**src/u8s_pkg.sv**
```systemverilog
// Shared types, constants and lead-byte classification for the UTF-8 byte sanitizer.
// Depends on nothing; the front, queue, back and top files import it.
`default_nettype none
package u8s_pkg;

    localparam int QDEPTH = 4;
    localparam int QPTR_W = $clog2(QDEPTH);
    localparam int QCNT_W = $clog2(QDEPTH + 1);

    localparam logic [2:0] LEN_NONE  = 3'd0;
    localparam logic [2:0] LEN_ONE   = 3'd1;
    localparam logic [1:0] CONT_MARK = 2'b10;

    // one completed group of results: up to four kept bytes, then maybe an end marker
    typedef struct packed {
        logic [3:0][7:0] bytes;
        logic [2:0]      nbytes;
        logic            eos;
    } job_t;

    typedef struct packed {
        logic full;
        logic empty;
    } q_status_t;

    function automatic logic [2:0] lead_length(input logic [7:0] b);
        logic [2:0] len;
        case (b) inside
            [8'h00:8'h7F]: len = 3'd1;
            [8'hC2:8'hDF]: len = 3'd2;
            [8'hE0:8'hEF]: len = 3'd3;
            [8'hF0:8'hF4]: len = 3'd4;
            default:       len = LEN_NONE;
        endcase
        return len;
    endfunction

endpackage
`default_nettype wire

```
**src/u8s_front.sv**
```systemverilog
// Front end: classifies each accepted byte, holds a pending multi-byte sequence
// and issues a job when a sequence completes or the string ends. Uses u8s_pkg.
`default_nettype none
module u8s_front (
    input  wire logic          clk,
    input  wire logic          rst_n,
    input  wire logic          accept,
    input  wire logic [7:0]    in_byte,
    input  wire logic          is_last,
    output logic               job_push,
    output u8s_pkg::job_t      job
);
    import u8s_pkg::*;

    logic [2:0]      seq_len_reg, seq_len_next;
    logic [1:0]      held_cnt_reg, held_cnt_next;
    logic [2:0][7:0] held_reg, held_next;
    logic [2:0]      need;
    logic            cont;
    logic            as_lead;

    always_comb
    begin
        seq_len_next  = seq_len_reg;
        held_cnt_next = held_cnt_reg;
        held_next     = held_reg;
        job           = '0;
        job.eos       = is_last;
        as_lead       = 1'b1;
        need          = lead_length(in_byte);
        cont          = (in_byte[7:6] == CONT_MARK);

        if (seq_len_reg != LEN_NONE)
        begin
            if (cont)
            begin
                as_lead = 1'b0;
                if (({1'b0, held_cnt_reg} + 3'd1) >= seq_len_reg)
                begin
                    // sequence complete: release held bytes plus this one
                    for (int i = 0; i < 3; i++)
                    begin
                        job.bytes[i] = held_reg[i];
                    end
                    job.bytes[held_cnt_reg] = in_byte;
                    job.nbytes    = {1'b0, held_cnt_reg} + 3'd1;
                    seq_len_next  = LEN_NONE;
                    held_cnt_next = 2'd0;
                end
                else if (held_cnt_reg != 2'd3)
                begin
                    held_next[held_cnt_reg] = in_byte;
                    held_cnt_next           = held_cnt_reg + 2'd1;
                end
            end
            else
            begin
                // broken sequence: drop held bytes, reclassify this byte
                seq_len_next  = LEN_NONE;
                held_cnt_next = 2'd0;
            end
        end

        if (as_lead)
        begin
            if (need == LEN_ONE)
            begin
                job.bytes[0] = in_byte;
                job.nbytes   = 3'd1;
            end
            else if (need != LEN_NONE)
            begin
                held_next[0]  = in_byte;
                held_cnt_next = 2'd1;
                seq_len_next  = need;
            end
        end

        if (is_last)
        begin
            seq_len_next  = LEN_NONE;
            held_cnt_next = 2'd0;
        end
    end

    assign job_push = accept && ((job.nbytes != 3'd0) || is_last);

    always_ff @(posedge clk or negedge rst_n)
    begin
        if (!rst_n)
        begin
            seq_len_reg  <= LEN_NONE;
            held_cnt_reg <= 2'd0;
        end
        else if (accept)
        begin
            seq_len_reg  <= seq_len_next;
            held_cnt_reg <= held_cnt_next;
        end
    end

    always_ff @(posedge clk)
    begin
        if (accept)
        begin
            held_reg <= held_next;
        end
    end

endmodule
`default_nettype wire

```
**src/u8s_queue.sv**
```systemverilog
// Short job queue between front and back end, so each side can stall alone.
// Uses u8s_pkg for the job type and depth.
`default_nettype none
module u8s_queue (
    input  wire logic          clk,
    input  wire logic          rst_n,
    input  wire logic          push,
    input  wire u8s_pkg::job_t push_job,
    input  wire logic          pop,
    output u8s_pkg::job_t      head_job,
    output u8s_pkg::q_status_t status
);
    import u8s_pkg::*;

    job_t              mem [QDEPTH];
    logic [QPTR_W-1:0] wr_ptr_reg, rd_ptr_reg;
    logic [QCNT_W-1:0] cnt_reg, cnt_next;
    logic              do_push, do_pop;

    assign status.full  = (cnt_reg == QCNT_W'(QDEPTH));
    assign status.empty = (cnt_reg == '0);
    assign do_push      = push && !status.full;
    assign do_pop       = pop && !status.empty;
    assign head_job     = mem[rd_ptr_reg];

    always_comb
    begin
        cnt_next = cnt_reg;
        if (do_push && !do_pop)
        begin
            cnt_next = cnt_reg + QCNT_W'(1);
        end
        else if (do_pop && !do_push)
        begin
            cnt_next = cnt_reg - QCNT_W'(1);
        end
    end

    always_ff @(posedge clk or negedge rst_n)
    begin
        if (!rst_n)
        begin
            wr_ptr_reg <= '0;
            rd_ptr_reg <= '0;
            cnt_reg    <= '0;
        end
        else
        begin
            cnt_reg <= cnt_next;
            if (do_push)
            begin
                wr_ptr_reg <= wr_ptr_reg + QPTR_W'(1);
            end
            if (do_pop)
            begin
                rd_ptr_reg <= rd_ptr_reg + QPTR_W'(1);
            end
        end
    end

    always_ff @(posedge clk)
    begin
        if (do_push)
        begin
            mem[wr_ptr_reg] <= push_job;
        end
    end

endmodule
`default_nettype wire

```
**src/u8s_back.sv**
```systemverilog
// Back end: takes jobs from the queue and emits their results one per cycle
// through an output register while it is popped or empty. Uses u8s_pkg.
`default_nettype none
module u8s_back (
    input  wire logic          clk,
    input  wire logic          rst_n,
    input  wire u8s_pkg::job_t head_job,
    input  wire logic          q_empty,
    output logic               q_pop,
    input  wire logic          pop,
    output logic               empty,
    output logic [7:0]         out_byte,
    output logic               has_byte,
    output logic               end_of_string
);
    import u8s_pkg::*;

    job_t       job_reg;
    logic       job_valid_reg;
    logic [2:0] pos_reg;
    logic       out_valid_reg;
    logic [7:0] out_byte_reg;
    logic       has_reg;
    logic       eos_reg;

    logic       load;
    logic       emit;
    logic       last_elem;
    logic       take;
    logic [2:0] total;
    logic       pos_is_byte;

    assign total       = job_reg.nbytes + {2'b00, job_reg.eos};
    assign pos_is_byte = (pos_reg < job_reg.nbytes);
    assign load        = !out_valid_reg || pop;
    assign emit        = load && job_valid_reg;
    assign last_elem   = ((pos_reg + 3'd1) == total);
    assign take        = !job_valid_reg || (emit && last_elem);
    assign q_pop       = take && !q_empty;

    always_ff @(posedge clk or negedge rst_n)
    begin
        if (!rst_n)
        begin
            job_valid_reg <= 1'b0;
            pos_reg       <= 3'd0;
            out_valid_reg <= 1'b0;
        end
        else
        begin
            if (load)
            begin
                out_valid_reg <= job_valid_reg;
            end
            if (take)
            begin
                job_valid_reg <= !q_empty;
                pos_reg       <= 3'd0;
            end
            else if (emit)
            begin
                pos_reg <= pos_reg + 3'd1;
            end
        end
    end

    always_ff @(posedge clk)
    begin
        if (take)
        begin
            job_reg <= head_job;
        end
        if (emit)
        begin
            out_byte_reg <= pos_is_byte ? job_reg.bytes[pos_reg[1:0]] : 8'h00;
            has_reg      <= pos_is_byte;
            eos_reg      <= !pos_is_byte;
        end
    end

    assign empty         = !out_valid_reg;
    assign out_byte      = out_byte_reg;
    assign has_byte      = has_reg;
    assign end_of_string = eos_reg;

endmodule
`default_nettype wire

```
**src/utf8_byte_sanitizer_top.sv**
```systemverilog
// UTF-8 byte sanitizer: accepts one byte per cycle while not full, passes only whole sequences.
// Throughput: results leave at one per cycle through the output reg while popped or empty.
// A result passes the job queue, the back end's job register and its output register to the ports.
// Bytes of a multi-byte sequence wait in the front end until its last continuation byte.
// Reset (rst_n low, asynchronous) drops any pending sequence, queued jobs and results.
// Depends on u8s_pkg, u8s_front, u8s_queue, u8s_back.
`default_nettype none
module utf8_byte_sanitizer_top (
    input  wire logic       clk,
    input  wire logic       rst_n,
    input  wire logic       push,
    output logic            full,
    input  wire logic [7:0] in_byte,
    input  wire logic       is_last,
    output logic            empty,
    input  wire logic       pop,
    output logic [7:0]      out_byte,
    output logic            has_byte,
    output logic            end_of_string
);
    import u8s_pkg::*;

    logic      accept;
    logic      job_push;
    job_t      new_job;
    job_t      head_job;
    q_status_t q_status;
    logic      q_pop;

    // Hold off new requests whenever the job queue cannot take one more job;
    // a byte that yields no job is held off too, which keeps the front simple.
    assign full   = q_status.full;
    assign accept = push && !full;

    // Front end: classify the byte, advance the pending sequence, build a job
    // of released bytes plus the end marker flag.
    u8s_front u_front (
        .clk      (clk),
        .rst_n    (rst_n),
        .accept   (accept),
        .in_byte  (in_byte),
        .is_last  (is_last),
        .job_push (job_push),
        .job      (new_job)
    );

    // Decouple front and back: a burst of up to five results from one byte
    // drains here while the front keeps taking requests.
    u8s_queue u_queue (
        .clk      (clk),
        .rst_n    (rst_n),
        .push     (job_push),
        .push_job (new_job),
        .pop      (q_pop),
        .head_job (head_job),
        .status   (q_status)
    );

    // Back end: walk each job's bytes, then its end marker, one per cycle while popped.
    u8s_back u_back (
        .clk           (clk),
        .rst_n         (rst_n),
        .head_job      (head_job),
        .q_empty       (q_status.empty),
        .q_pop         (q_pop),
        .pop           (pop),
        .empty         (empty),
        .out_byte      (out_byte),
        .has_byte      (has_byte),
        .end_of_string (end_of_string)
    );

endmodule
`default_nettype wire

```
**config.mk**
```make
export PLATFORM = sky130hd
export DESIGN_NAME = utf8_byte_sanitizer_top
export DESIGN_NICKNAME = d
export VERILOG_FILES = /design/src/u8s_pkg.sv /design/src/u8s_front.sv /design/src/u8s_queue.sv /design/src/u8s_back.sv /design/src/utf8_byte_sanitizer_top.sv
export SDC_FILE = /design/constraint.sdc
export NUM_CORES = 1
export LEC_CHECK = 0
export BUFFER_PORTS_ARGS = -buffer_cell sky130_fd_sc_hd__buf_2
export CAP_MARGIN = 5
export CORE_UTILIZATION = 45
export CTS_CLUSTER_DIAMETER = 60
export DETAILED_ROUTE_END_ITERATION = 16
export SLEW_MARGIN = 30
export SYNTH_ARGS = -nofsm -noshare
export SYNTH_HDL_FRONTEND = slang
export SYNTH_HIERARCHICAL = 1
export SYNTH_SLANG_ARGS = --single-unit
```
**constraint.sdc**
```tcl
create_clock -name clk -period 5.8 [get_ports clk]
set_clock_uncertainty 0.2 [all_clocks]
set_input_delay 1.74 -clock clk [delete_from_list [all_inputs] [get_ports clk]]
set_output_delay 1.74 -clock clk [all_outputs]
set_load 0.01 [all_outputs]
```
After elaboration in Yosys (flattened, before gate mapping) --
Memory sizes are Yosys's and may differ from the RTL's. A register that Yosys moved wholly into a read port is not among the register bits. Cells that the tools add are included.
Storage, ports and cells: RAM bits 144, logic and storage cells 118, output and inout port bits 12, bits in registers 51, input port bits 13, memories 1
Memories:
- u_queue.mem | words 4, width 36, read ports 1, clocked after Yosys merged registers in 1, write ports 1, line u8s_queue.sv:15 | job_t mem [QDEPTH];
Cells by class: muxes and demuxes 45, equality and inequality tests 5, add/sub/neg operators 8, reductions and logical operators 31, bitwise logic cells 1, magnitude comparators 13
Operator list (count):
- 35-bit 2-to-1 mux | 3
- 8-bit 2-to-1 mux | 9
- 3-bit 2-to-1 mux | 15
- 32-bit bitwise mux | 1
- 24-bit bitwise mux | 1
- 8-bit >= comparator (second input constant) | 3
- 8-bit less-or-equal comparator (second input constant) | 3
- 11-bit 2-to-1 mux | 2
- 8-bit binary-select mux with 2-bit select | 1
- 8-bit demux with 2-bit select | 1
- 2-bit 2-to-1 mux | 8
- 1-bit logical AND | 14
- 3-bit nonzero test | 3
- 8-bit by 1-bit >= comparator with 1-bit output (second input constant) | 1
- 8-bit by 7-bit less-or-equal comparator with 1-bit output (second input constant) | 1
- 1-bit zero test | 7
- 2-bit by 1-bit adder with 2-bit output (second input constant) | 3
- 3-bit by 1-bit adder with 3-bit output (second input constant) | 2
- 2-bit by 3-bit < comparator with 1-bit output (second input constant) | 2
- 5-bit AND reduction | 1
- 1-bit 2-to-1 mux | 4
- 2-bit nonzero test | 2
- 2-bit by 1-bit adder with 3-bit output (second input constant) | 1
- 3-bit by 1-bit adder with 3-bit output | 1
- other kinds (12) | 14

Logic depth before layout (Yosys ltp) --
Gate-level depths: netlist of the first run.
depth in word-level cells 18, gate-level depth with buffers 15, mapped depth without buffers 14

By module --
The synthesis of the first run kept the hierarchy.
Modules (own cells, without submodules):
- u8s_queue | area each 5635.4 µm², cells an instance 224, instances 1, sequential area each 4499.3 µm²
- u8s_back | area each 1995.7 µm², cells an instance 101, instances 1, sequential area each 1506.4 µm²
- u8s_front | area each 1833.0 µm², cells an instance 156, instances 1, sequential area each 845.8 µm²
- utf8_byte_sanitizer_top | area each 13.8 µm², cells an instance 1, instances 1, sequential area each 0.0 µm²

Worst setup path before layout of the first run --
Ideal clock, no wire load.
path type input port to flip-flop, start input pop, end register u_queue.cnt_reg[1], arrival 4399 ps, setup time 125 ps, required time 5475 ps, cell stages on the path 9, setup slack 1076 ps, path buffers 0, cells stage by stage nand2b_1 > nand3_1 > o21ai_2 > and2b_2 > nand2_1 > ha_1 > inv_1 > fa_1 > mux2_2
On the way: word-level cells in the longest chain between the ends 9, elaborated cells on any way between the ends 11, classes of those cells 1 x mux; 10 x reduce/logical
Ends and longest elaborated chain:
- from (decl) | line utf8_byte_sanitizer_top.sv:16 | input wire logic pop,
- 1-bit logical OR | line u8s_back.sv:35 | assign load = !out_valid_reg || pop;
- 1-bit logical AND | line u8s_back.sv:36 | assign emit = load && job_valid_reg;
- 1-bit logical AND | line u8s_back.sv:38 | assign take = !job_valid_reg || (emit && last_elem);
- 1-bit logical OR | line u8s_back.sv:38
- net u_back.take | line u8s_back.sv:29 | logic take;
- 1-bit logical AND | line u8s_back.sv:39 | assign q_pop = take && !q_empty;
- net q_pop | line utf8_byte_sanitizer_top.sv:28 | logic q_pop;
- 1-bit logical AND | line u8s_queue.sv:23 | assign do_pop = pop && !status.empty;
- 1-bit zero test | line u8s_queue.sv:29 | if (do_push && !do_pop)
- 1-bit logical AND | line u8s_queue.sv:29
- 3-bit 2-to-1 mux | line u8s_queue.sv:29
- net u_queue.cnt_next[1] | line u8s_queue.sv:17 | logic [QCNT_W-1:0] cnt_reg, cnt_next;
- to (signal assigned) | line u8s_queue.sv:49 | cnt_reg <= cnt_next;
- to (decl) | line u8s_queue.sv:17
The timed path passes the listed nets, and every way through them passes these cells. A chain may end at the register's enable or synchronous reset.

Worst setup path in the final report of the first run --
start register u_front.held_cnt_reg[0], end memory u_queue/mem[1][27] (netlist bit) (enable)
On the way: word-level cells in the longest chain between the ends 13
Ends and longest elaborated chain:
- from (decl) | line u8s_front.sv:16 | logic [1:0] held_cnt_reg, held_cnt_next;
- from (signal assigned) | line u8s_front.sv:98 | held_cnt_reg <= held_cnt_next;
- 2-bit by 1-bit adder with 3-bit output * | line u8s_front.sv:38, u8s_front.sv:46
- 3-bit >= comparator | line u8s_front.sv:38 | if (({1'b0, held_cnt_reg} + 3'd1) >= seq_len_reg)
- 35-bit 2-to-1 mux * | line u8s_front.sv:38
- 35-bit 2-to-1 mux * | line u8s_front.sv:35 | if (cont)
- 35-bit 2-to-1 mux * | line u8s_front.sv:33 | if (seq_len_reg != LEN_NONE)
- 11-bit 2-to-1 mux | line u8s_front.sv:66 | if (need == LEN_ONE)
- 11-bit 2-to-1 mux * | line u8s_front.sv:64 | if (as_lead)
- 3-bit nonzero test * | line u8s_front.sv:86 | assign job_push = accept && ((job.nbytes != 3'd0) || is_last);
- 1-bit logical OR * | line u8s_front.sv:86
- 1-bit logical AND * | line u8s_front.sv:86
- net job_push | line utf8_byte_sanitizer_top.sv:24 | logic job_push;
- 1-bit logical AND * | line u8s_queue.sv:22 | assign do_push = push && !status.full;
- 1-bit 2-to-1 mux * | line u8s_queue.sv:63 | if (do_push)
- 1-bit 2-to-1 mux (implied by the code) * | line u8s_queue.sv:65 | mem[wr_ptr_reg] <= push_job;
- to (decl) | line u8s_queue.sv:15
Mark *: on every way through the listed nets, which the timed path passes. The rest lies on a longest branch.

==> flow_summary_export.csv, run 1 <==
group,metric,value,unit
placed_design,io_buffers,24,
die,start_util,46.39,%
power_and_ir_drop,cellPowerDensity,489.0,nW/um^2
logic_synthesis,yosys_most_used_dff,"edfxtp_1",
finish,finish.utilization,52.11,%
clocking,clock_latency,0.50,ns
job,maxCapViolations,0,
clocking,h-tree-depth,1,
sta,clock.fmax,231.6,MHz
placed_design,place_inst,766,
drt,drc,0,
drt,ant_nets,0,
worst_hold_path,hp-class,"flip-flop to flip-flop",
clocking,cts_hold_buf,0,
grt,grt_pass1_vias,4701,
logic_synthesis,synthCells,482,
sta,finalSetupViolCount,0,
finish,fillers,1642,
sta,period_needed,4.318,ns
drt,finalWirelength,17.20,mm
sta,setup_tns,0,ns
clocking,root_buffer,"clkbuf_16",
placed_design,gp_congestion,0.8040,
logic_synthesis,synthTopCellsByArea,"edfxtp_1 (68%), mux4_2 (10%), dfrtp_1 (4.5%)",
finish,fin_area,10650,sq um
drt,vias_per_cell,5.426,
sta,hold_viol,0,
sta,worstMarginPinSlew,0.7299,ns
placed_design,dpl_cell_area,9876,sq um
drt,firstDrtPassIters,4,
logic_synthesis,synthArstFlopShare,7.359,%
die,die_w,147.1,um
worst_hold_path,hold_end,"u_queue/rd_ptr_reg[0]$_DFFE_PN0P_",
logic_synthesis,seq_area_frac_synth,72.29,%
finish,layout-drive-gt1-share,27.64,%
grt,grt_usage,16.43,%
logic_synthesis,synth_top_area_cell,"edfxtp_1",
logic_synthesis,synth.most_common_cell,"edfxtp_1",
power_and_ir_drop,ir_drop,0.2255,mV
placed_design,pre_cts_slack,0.9891,ns
clocking,cts-resized-gates,0,
logic_synthesis,netlist_area,9478,sq um
die,rows,52,
sta,relSlewSlack,51.34,%
logic_synthesis,synth_common_cells,"edfxtp_1 (214), mux4_2 (44), and3_1 (25)",
worst_setup_path,critPathRequiredTime,5.78,ns
worst_setup_path,rrSetupSlack,1.48,ns
die,io_pins,25,
grt,grt_max_degree,40,
grt,antenna_found_initial,0,
finish,multiInputGateArea,2449,sq um
grt,grt_pass1_wl,27.03,mm
drt,drt_iter0_markers,310,
clocking,clock_path_buffers,3,
clocking,cts_num_sinks,231,
clocking,cts_tree,"built",
power_and_ir_drop,power.leakage,3.781,nW
grt,overflow,0,
logic_synthesis,yosys_warnings,6,
finish,syn_to_final_growth,12.32,%
worst_setup_path,reg2reg_to,"u_queue/mem[1][27]$_DFFE_PP_",
logic_synthesis,synth_top_area_share,67.80,%
worst_hold_path,worstHoldStart,"u_queue/rd_ptr_reg[0]$_DFFE_PN0P_",
clocking,cts_buffers,24,
finish,regArea,6853,sq um
worst_setup_path,rr_worst_depth,10,
logic_synthesis,synth_area_per_cell,19.66,sq um
finish,antenna_cells,0,
die,coreArea,20430,sq um
worst_setup_path,cp_max_fo,20,
sta,finalHoldWorstSlack,0.2652,ns
worst_setup_path,reg2reg_from,"u_front/held_cnt_reg[0]$_DFFE_PN0P_",
finish,largest_reg_flops,144,
sta,timing.final.crit_share,74.45,%
sta,drv_slew,0,
worst_setup_path,cp.arrival,4.30,ns
outcome,status,"finished clean",
placed_design,hpwl,11.49,mm
logic_synthesis,synth.distinct_cells,51,
clocking,clk_transition_reported_paths,0.06,ns
worst_setup_path,crit_type,"flip-flop to flip-flop",
finish,nets,553,
worst_setup_path,end_kind,"flip-flop",
die,die_h,147.1,um
worst_hold_path,hold_path_depth,1,
worst_setup_path,start_kind,"flip-flop",
finish,fin_cells,809,
drt,routed-via-count,4390,
clocking,post_cts_buffers,0,
die,dieArea,21650,sq um
logic_synthesis,synth_edf_count,214,
logic_synthesis,synth_fp_nets,513,
power_and_ir_drop,finalPower,5.206,mW
drt,wl_per_cell,21.25,um
sta,grt_setup_unrepaired,"no",
logic_synthesis,synth-seq-cells,231,
sta,final.setup.worst_slack,1.482,ns
## how the worst max path moves through the flow
stage / start / to / slack, ns / cells past startpoint
after floorplan: pop / u_queue/cnt_reg[1]$_DFFE_PN0P_ / 1.08 / 9
after global placement: in_byte[7] / u_queue/mem[1][19]$_DFFE_PP_ / 1.05 / 9
after detailed placement: in_byte[7] / u_queue/mem[1][34]$_DFFE_PP_ / 0.99 / 9
after CTS: u_front/held_cnt_reg[0]$_DFFE_PN0P_ / u_queue/mem[1][27]$_DFFE_PP_ / 1.16 / 10
after global routing: u_front/held_cnt_reg[0]$_DFFE_PN0P_ / u_queue/mem[0][19]$_DFFE_PP_ / 1.19 / 10
final: u_front/held_cnt_reg[0]$_DFFE_PN0P_ / u_queue/mem[1][27]$_DFFE_PP_ / 1.48 / 10
## kinds of logic (layout without fill, tap and decap cells)
family,after synthesis,after routing,synth area share (%)
other cells,1,1,0.03957
xor+xnor,14,14,1.294
flops,231,231,72.29
buf+inv,33,90,2.099
mux,69,69,13.60
fa+ha+maj,18,18,2.455
compound gates,36,36,3.142
simple gates,80,80,5.083
## critical path, stage by stage (launching register included)
cell and delay [ns]:
dfrtp_1 0.46, inv_1 0.14, ha_1 0.35, ha_1 0.29, a21oi_1 0.16, o21ai_2 0.54, nand2_1 0.19, a31oi_1 0.23
nor2b_1 0.41, and2_2 0.61, buf_4 0.38
## metal layers
| layer | vias up | share of wire [%] | global-route usage, % |
|---|---|---|---|
| li1 | 2001 | - | - |
| met2 | 89 | 47 | 25.78 |
| met4 | 0 | 1.6 | 4.381 |
| met5 | - | 0 | 0 |
| met3 | 28 | 4.7 | 2.826 |
| met1 | 2272 | 47 | 23.89 |
## power by group
part / internal (mW) / total (mW) / switching, mW
Sequential: 2.30 / 2.45 / 0.155
Combinational: 0.587 / 1.27 / 0.684
Clock: 0.891 / 1.48 / 0.589
Total: 3.78 / 5.21 / 1.43
## layout by cell type, fill, tap and decap left out, types with 3 or more instances in the layout
| master | n |
|---|---|
| a21o_1 | 3 |
| a22o_1 | 8 |
| and2_2 | 4 |
| and3_1 | 25 |
| buf_2 | 24 |
| buf_4 | 9 |
| clkbuf_1 | 8 |
| clkbuf_16 | 25 |
| clkinv_2 | 4 |
| dfrtp_1 | 16 |
| edfxtp_1 | 214 |
| ha_1 | 17 |
| inv_1 | 14 |
| mux2_2 | 18 |
| mux2_4 | 5 |
| mux4_2 | 44 |
| nand2_1 | 10 |
| nand2b_1 | 8 |
| nor2_1 | 7 |
| nor2b_1 | 9 |
| nor3b_2 | 3 |
| o21ai_0 | 4 |
| xnor2_1 | 7 |
| xor2_1 | 7 |
## final cells by class
class | count | share of cell area, %
tap | 270 | 3.173
multi-input combinational | 218 | 23.00
clock inverter | 9 | 0.9050
inverter | 14 | 0.4937
sequential | 231 | 64.37
timing repair buffer | 33 | 1.763
clock buffer | 34 | 6.288
Note: power is estimated with default switching activity, not from simulation.
==> run 2, diff against run 1 <==
==> constraint.sdc (replaced) <==
create_clock -name clk -period 4.34 [get_ports clk]
set_clock_uncertainty 0.2 [all_clocks]
set_input_delay 1.302 -clock clk [delete_from_list [all_inputs] [get_ports clk]]
set_output_delay 1.302 -clock clk [all_outputs]
set_load 0.01 [all_outputs]
==> run 2 against run 1 <==
  * Clock power increased by 24%
  * Worst hold slack improved by 0.047 ns
  * Power increased by 32%
  * First-iteration DRC count increased by 4.2%
  * Worst setup slack got worse by 0.85 ns
  * Core utilization about the same
  * Critical path depth increased by 4
  * Die area unchanged
  * Critical path type unchanged
  * Critical endpoint is now u_queue/cnt_reg[2]$_DFFE_PN0P_
==> flow_summary_export.csv, run 2 (synthesized netlist as in run 1, its figures left out) <==
group,metric,value,unit
clocking,cts_buffers,24,
grt,grt_pass1_wl,27.26,mm
finish,regArea,6853,sq um
sta,drv_slew,0,
power_and_ir_drop,power.internal,4.938,mW
sta,finalSetupViolCount,0,
sta,grt_setup_unrepaired,"no",
drt,ant_nets,0,
worst_setup_path,crit_buf_inv,2,
die,io_pins,25,
finish,largest_reg_flops,144,
finish,antenna_cells,0,
drt,drc,0,
sta,finalHoldWorstSlack,0.3120,ns
power_and_ir_drop,clkPwrFrac,26.7,%
clocking,cts-resized-gates,0,
sta,timing.final.crit_share,85.45,%
power_and_ir_drop,comb_power_share,24.8,%
placed_design,hpwl,11.00,mm
drt,finalWirelength,17.52,mm
sta,worstMarginPinSlew,0.7969,ns
drt,vias_per_cell,5.543,
sta,period_needed,3.708,ns
clocking,post_cts_buffers,0,
outcome,status,"finished clean",
worst_setup_path,crit_type,"flip-flop to flip-flop",
sta,clock.fmax,269.7,MHz
die,rows,52,
worst_setup_path,cp_max_fo,7,
finish,fillers,1651,
worst_setup_path,crit_slowest_cell,"dfrtp_1",
power_and_ir_drop,p_sw_share,28.27,%
die,start_util,46.39,%
worst_setup_path,critPathRequiredTime,4.56,ns
worst_setup_path,start_kind,"flip-flop",
worst_hold_path,hp-class,"flip-flop to flip-flop",
die,coreArea,20430,sq um
die,dieArea,21650,sq um
drt,wl_per_cell,21.60,um
grt,grt_max_degree,40,
clocking,h-tree-depth,1,
job,maxCapViolations,0,
grt,antenna_found_initial,0,
placed_design,dpl_cell_area,9941,sq um
worst_setup_path,cpLargestDelayFamily,"adder cells",
power_and_ir_drop,ir_drop,0.3760,mV
finish,layout-drive-gt1-share,27.36,%
sta,relSlewSlack,46.87,%
grt,grt_pass1_vias,4761,
clocking,cts_hold_buf,0,
clocking,clock_path_buffers,3,
drt,routed-via-count,4495,
finish,syn_to_final_growth,12.37,%
clocking,cts_num_sinks,231,
worst_setup_path,end_kind,"flip-flop",
clocking,root_buffer,"clkbuf_16",
finish,final_common_cell,"edfxtp_1",
clocking,cts_tree,"built",
power_and_ir_drop,finalPower,6.885,mW
finish,nets,555,
drt,firstDrtPassIters,4,
sta,setup_tns,0,ns
clocking,clock_latency,0.51,ns
power_and_ir_drop,p_seq_share,48.4,%
placed_design,io_buffers,24,
finish,final_cell_mix,"edfxtp_1 (214), mux4_2 (44), clkbuf_16 (25), and3_1 (25), buf_2 (24)",
die,die_w,147.1,um
worst_setup_path,cp.arrival,3.93,ns
clocking,clk_transition_reported_paths,0.06,ns
die,die_h,147.1,um
finish,multiInputGateArea,2445,sq um
sta,hold_viol,0,
finish,fin_area,10650,sq um
grt,grt_usage,16.92,%
drt,drt_iter0_markers,323,
worst_setup_path,crit_path_cell_trace,"inv_1 -> ha_1 -> ha_1 -> a21oi_1 -> o21ai_1 -> nand2_1 -> a31oi_1 -> nor2b_1 -> ha_1 -> inv_1 -> fa_1 -> xor2_1 -> nor2_1 -> xor2_1",
power_and_ir_drop,power.leakage,3.765,nW
power_and_ir_drop,cellPowerDensity,646.4,nW/um^2
worst_setup_path,cpMostUsedCell,"ha_1",
worst_setup_path,cpPeakStageDelay,0.45,ns
power_and_ir_drop,p_sw,1.947,mW
placed_design,gp_congestion,0.8475,
grt,overflow,0,
-- run 2: cell count changes in the layout (fill, tap and decap cells not counted), moves of 2 or more --
cell and change:
clkinvlp_4 +2, buf_12 +4, bufinv_16 -2, buf_4 -2, clkinv_1 +3
-- run 2: metrics by stage --
stage | utilization, % | cells | setup slack (ns)
global placement | 48.66 | 768 | 0.4708
detailed placement | 48.66 | 768 | 0.3773
floorplan | - | 482 | 0.05406
global route | 52.13 | 811 | 0.3263
CTS | 52.13 | 811 | 0.6014
finish | 52.13 | 811 | 0.6316
-- run 2: worst register-to-register path, stage by stage (launching register included) --
cell,delay (ns)
dfrtp_1,0.45
inv_1,0.13
ha_1,0.35
ha_1,0.29
a21oi_1,0.15
o21ai_1,0.22
nand2_1,0.12
a31oi_1,0.18
nor2b_1,0.39
ha_1,0.26
inv_1,0.06
fa_1,0.37
xor2_1,0.17
nor2_1,0.11
xor2_1,0.18
-- run 2: power by group through the flow --
stage                     registers (mW)  clock network [mW]  logic, mW
after floorplan                     3.26                   0       1.36
after global placement              3.37                   0       1.71
after detailed placement            3.40                   0       1.74
after CTS                           3.36                1.89       1.75
after global routing                3.40                1.97       1.85
final                               3.34                1.84       1.71
-- run 2: final cells by class --
cell class | count | area share, %
clock buffers | 32 | 6.121
multi-input cells | 218 | 22.96
inverters | 14 | 0.4934
repair buffers | 35 | 2.373
clock inverters | 11 | 0.5404
flip-flops and latches | 231 | 64.34
well taps | 270 | 3.172
-- run 2: worst paths after layout --
| check | cells past startpoint | slack [ns] | start | to |
|---|---|---|---|---|
| worst max-delay path | 14 | 0.63 | u_front/held_cnt_reg[0]$_DFFE_PN0P_ | u_queue/cnt_reg[2]$_DFFE_PN0P_ |
| worst min-delay path | 1 | 0.31 | u_queue/cnt_reg[2]$_DFFE_PN0P_ | u_queue/cnt_reg[2]$_DFFE_PN0P_ |
| worst max register to register | 14 | 0.63 | u_front/held_cnt_reg[0]$_DFFE_PN0P_ | u_queue/cnt_reg[2]$_DFFE_PN0P_ |
| worst min register to register | 1 | 0.31 | u_queue/cnt_reg[2]$_DFFE_PN0P_ | u_queue/cnt_reg[2]$_DFFE_PN0P_ |
| max in group asynchronous | 1 | 3.00 | rst_n | u_queue/rd_ptr_reg[0]$_DFFE_PN0P_ |
| min in group asynchronous | 1 | 0.56 | rst_n | u_back/out_valid_reg$_DFFE_PN0P_ |
-- run 2: layer usage --
layer	global-route usage, %	wire length, um	vias to the layer above
met5	0	0	-
met4	5.000	261	0
met3	3.075	856	20
met2	28.42	8681	110
met1	22.56	7718	2352
li1	-	-	2013
==> run 3, diff against run 2 <==
--- a/config.mk
+++ b/config.mk
@@ -5,11 +5,11 @@
 export SDC_FILE = /design/constraint.sdc
 export NUM_CORES = 1
 export LEC_CHECK = 0
-export BUFFER_PORTS_ARGS = -buffer_cell sky130_fd_sc_hd__buf_2
 export CAP_MARGIN = 5
 export CORE_UTILIZATION = 45
 export CTS_CLUSTER_DIAMETER = 60
 export DETAILED_ROUTE_END_ITERATION = 16
+export DONT_BUFFER_PORTS = 1
 export SLEW_MARGIN = 30
 export SYNTH_ARGS = -nofsm -noshare
 export SYNTH_HDL_FRONTEND = slang
==> run 3 against run 2 <==
  * Die area is the same
  * Combinational power shrank 5%
  * Wire length grew 0.25%
  * Highest routed layer unchanged
==> flow_summary_export.csv, run 3 (synthesized netlist as in run 1, its figures left out) <==
group,metric,value,unit
outcome,status,"finished clean",
grt,grt_pass1_wl,27.50,mm
die,die_h,147.1,um
clocking,cts_hold_buf,0,
worst_setup_path,reg2reg_from,"u_front/held_cnt_reg[0]$_DFFE_PN0P_",
finish,finish.utilization,51.68,%
worst_setup_path,critPathRequiredTime,4.57,ns
drt,vias_per_cell,5.555,
drt,ant_nets,0,
clocking,cts-resized-gates,0,
clocking,cts_num_sinks,231,
job,maxCapViolations,0,
drt,firstDrtPassIters,4,
die,coreArea,20430,sq um
sta,clock.fmax,262.4,MHz
grt,overflow,0,
power_and_ir_drop,cellPowerDensity,656.4,nW/um^2
worst_setup_path,reg2reg_to,"u_queue/cnt_reg[2]$_DFFE_PN0P_",
sta,finalSetupViolCount,0,
finish,fin_cells,791,
sta,drv_slew,0,
finish,final_cell_mix,"edfxtp_1 (214), mux4_2 (44), clkbuf_16 (25), and3_1 (25), mux2_2 (18)",
clocking,clock_latency,0.51,ns
clocking,cts_buffers,24,
sta,hold_viol,0,
clocking,root_buffer,"clkbuf_16",
finish,fin_area,10560,sq um
clocking,cts_tree,"built",
finish,nets,534,
placed_design,hpwl,11.46,mm
sta,setup_tns,0,ns
power_and_ir_drop,power.leakage,3.698,nW
placed_design,place_inst,747,
clocking,clk_transition_reported_paths,0.06,ns
sta,grt_setup_unrepaired,"no",
drt,routed-via-count,4394,
finish,antenna_cells,0,
finish,layout-drive-gt1-share,24.76,%
drt,finalWirelength,17.56,mm
sta,worstMarginPinSlew,0.6822,ns
finish,syn_to_final_growth,11.41,%
finish,final_common_cell,"edfxtp_1",
worst_hold_path,hp-class,"input pin to async pin",
sta,timing.final.crit_share,87.82,%
grt,antenna_found_initial,0,
sta,finalHoldWorstSlack,0.2788,ns
drt,drc,0,
placed_design,dpl_cell_area,9793,sq um
clocking,h-tree-depth,1,
die,die_w,147.1,um
finish,fillers,1673,
finish,largest_reg_flops,144,
die,dieArea,21650,sq um
die,rows,52,
drt,drt_iter0_markers,335,
sta,period_needed,3.811,ns
grt,grt_pass1_vias,4667,
worst_setup_path,rr_worst_depth,14,
grt,grt_max_degree,40,
sta,relSlewSlack,54.52,%
clocking,post_cts_buffers,0,
worst_setup_path,crit_type,"flip-flop to flip-flop",
worst_setup_path,cp_max_fo,7,
worst_setup_path,rrSetupSlack,0.53,ns
die,io_pins,25,
drt,wl_per_cell,22.20,um
placed_design,io_buffers,0,
grt,grt_usage,17.02,%
die,start_util,46.39,%
worst_setup_path,end_kind,"flip-flop",
worst_setup_path,cp.arrival,4.04,ns
power_and_ir_drop,ir_drop,0.2684,mV
worst_setup_path,start_kind,"flip-flop",
placed_design,gp_congestion,0.8375,
clocking,clock_path_buffers,3,
-- run 3: cell types whose count changed in the layout (fill, tap and decap cells not counted), sizes merged --
| cell | delta |
|---|---|
| buf | -21 |
| clkinv | +3 |
| bufinv | +2 |
| clkbuf | -4 |
-- run 3: critical path: stages, from the launching register on --
cell and delay (ns):
dfrtp_1 0.45, inv_1 0.12, ha_1 0.36, ha_1 0.30
a21oi_1 0.15, o21ai_1 0.23, nand2_1 0.13, a31oi_1 0.19
nor2b_1 0.43, ha_1 0.27, inv_1 0.07, fa_1 0.37
xor2_1 0.17, nor2_1 0.11, xor2_1 0.17
-- run 3: per-layer routing --
metal / vias up / wire, um / global-route usage, %
met5: - / 0 / 0
met3: 29 / 759 / 3.199
met4: 0 / 418 / 6.340
met2: 95 / 8371 / 26.79
met1: 2300 / 8011 / 23.72
li1: 1970 / - / -
-- run 3: power breakdown --
| group | leakage, nW | total, mW | internal [mW] | switching (mW) |
|---|---|---|---|---|
| clock network | 0.369 | 1.97 | 1.17 | 0.802 |
| logic | 1.12 | 1.63 | 0.761 | 0.866 |
| registers | 2.21 | 3.34 | 3.08 | 0.260 |
| total | 3.70 | 6.93 | 5.00 | 1.93 |
-- run 3: worst max path at each step --
stage               depth (start not counted)                        endpoint                           startpoint  slack, ns
global route                               14  u_queue/cnt_reg[2]$_DFFE_PN0P_  u_front/held_cnt_reg[0]$_DFFE_PN0P_       0.29
detailed placement                         14  u_queue/cnt_reg[2]$_DFFE_PN0P_  u_front/held_cnt_reg[0]$_DFFE_PN0P_       0.58
floorplan                                   9  u_queue/cnt_reg[1]$_DFFE_PN0P_                                  pop       0.05
global placement                           11  u_queue/cnt_reg[2]$_DFFE_PN0P_                           in_byte[7]       0.73
CTS                                        14  u_queue/cnt_reg[2]$_DFFE_PN0P_  u_front/held_cnt_reg[0]$_DFFE_PN0P_       0.55
finish                                     14  u_queue/cnt_reg[2]$_DFFE_PN0P_  u_front/held_cnt_reg[0]$_DFFE_PN0P_       0.53
-- run 3: through the flow --
stage | power [mW] | setup WS [ns]
6_report | 6.931 | 0.5288
5_1_grt | 7.270 | 0.2884
4_1_cts | 7.043 | 0.5544
3_5_place_dp | 5.061 | 0.5804
3_3_place_gp | 5.008 | 0.7307
2_1_floorplan | 4.615 | 0.05406
-- run 3: cell type report --
| cell class | instances | area [sq um] | area share (%) |
|---|---|---|---|
| sequential | 231 | 6853 | 64.90 |
| multi-input combinational | 218 | 2445 | 23.15 |
| clock buffer | 28 | 636.9 | 6.032 |
| tap | 270 | 337.8 | 3.199 |
| clock inverter | 16 | 128.9 | 1.221 |
| timing repair buffer | 14 | 105.1 | 0.9954 |
| inverter | 14 | 52.55 | 0.4977 |
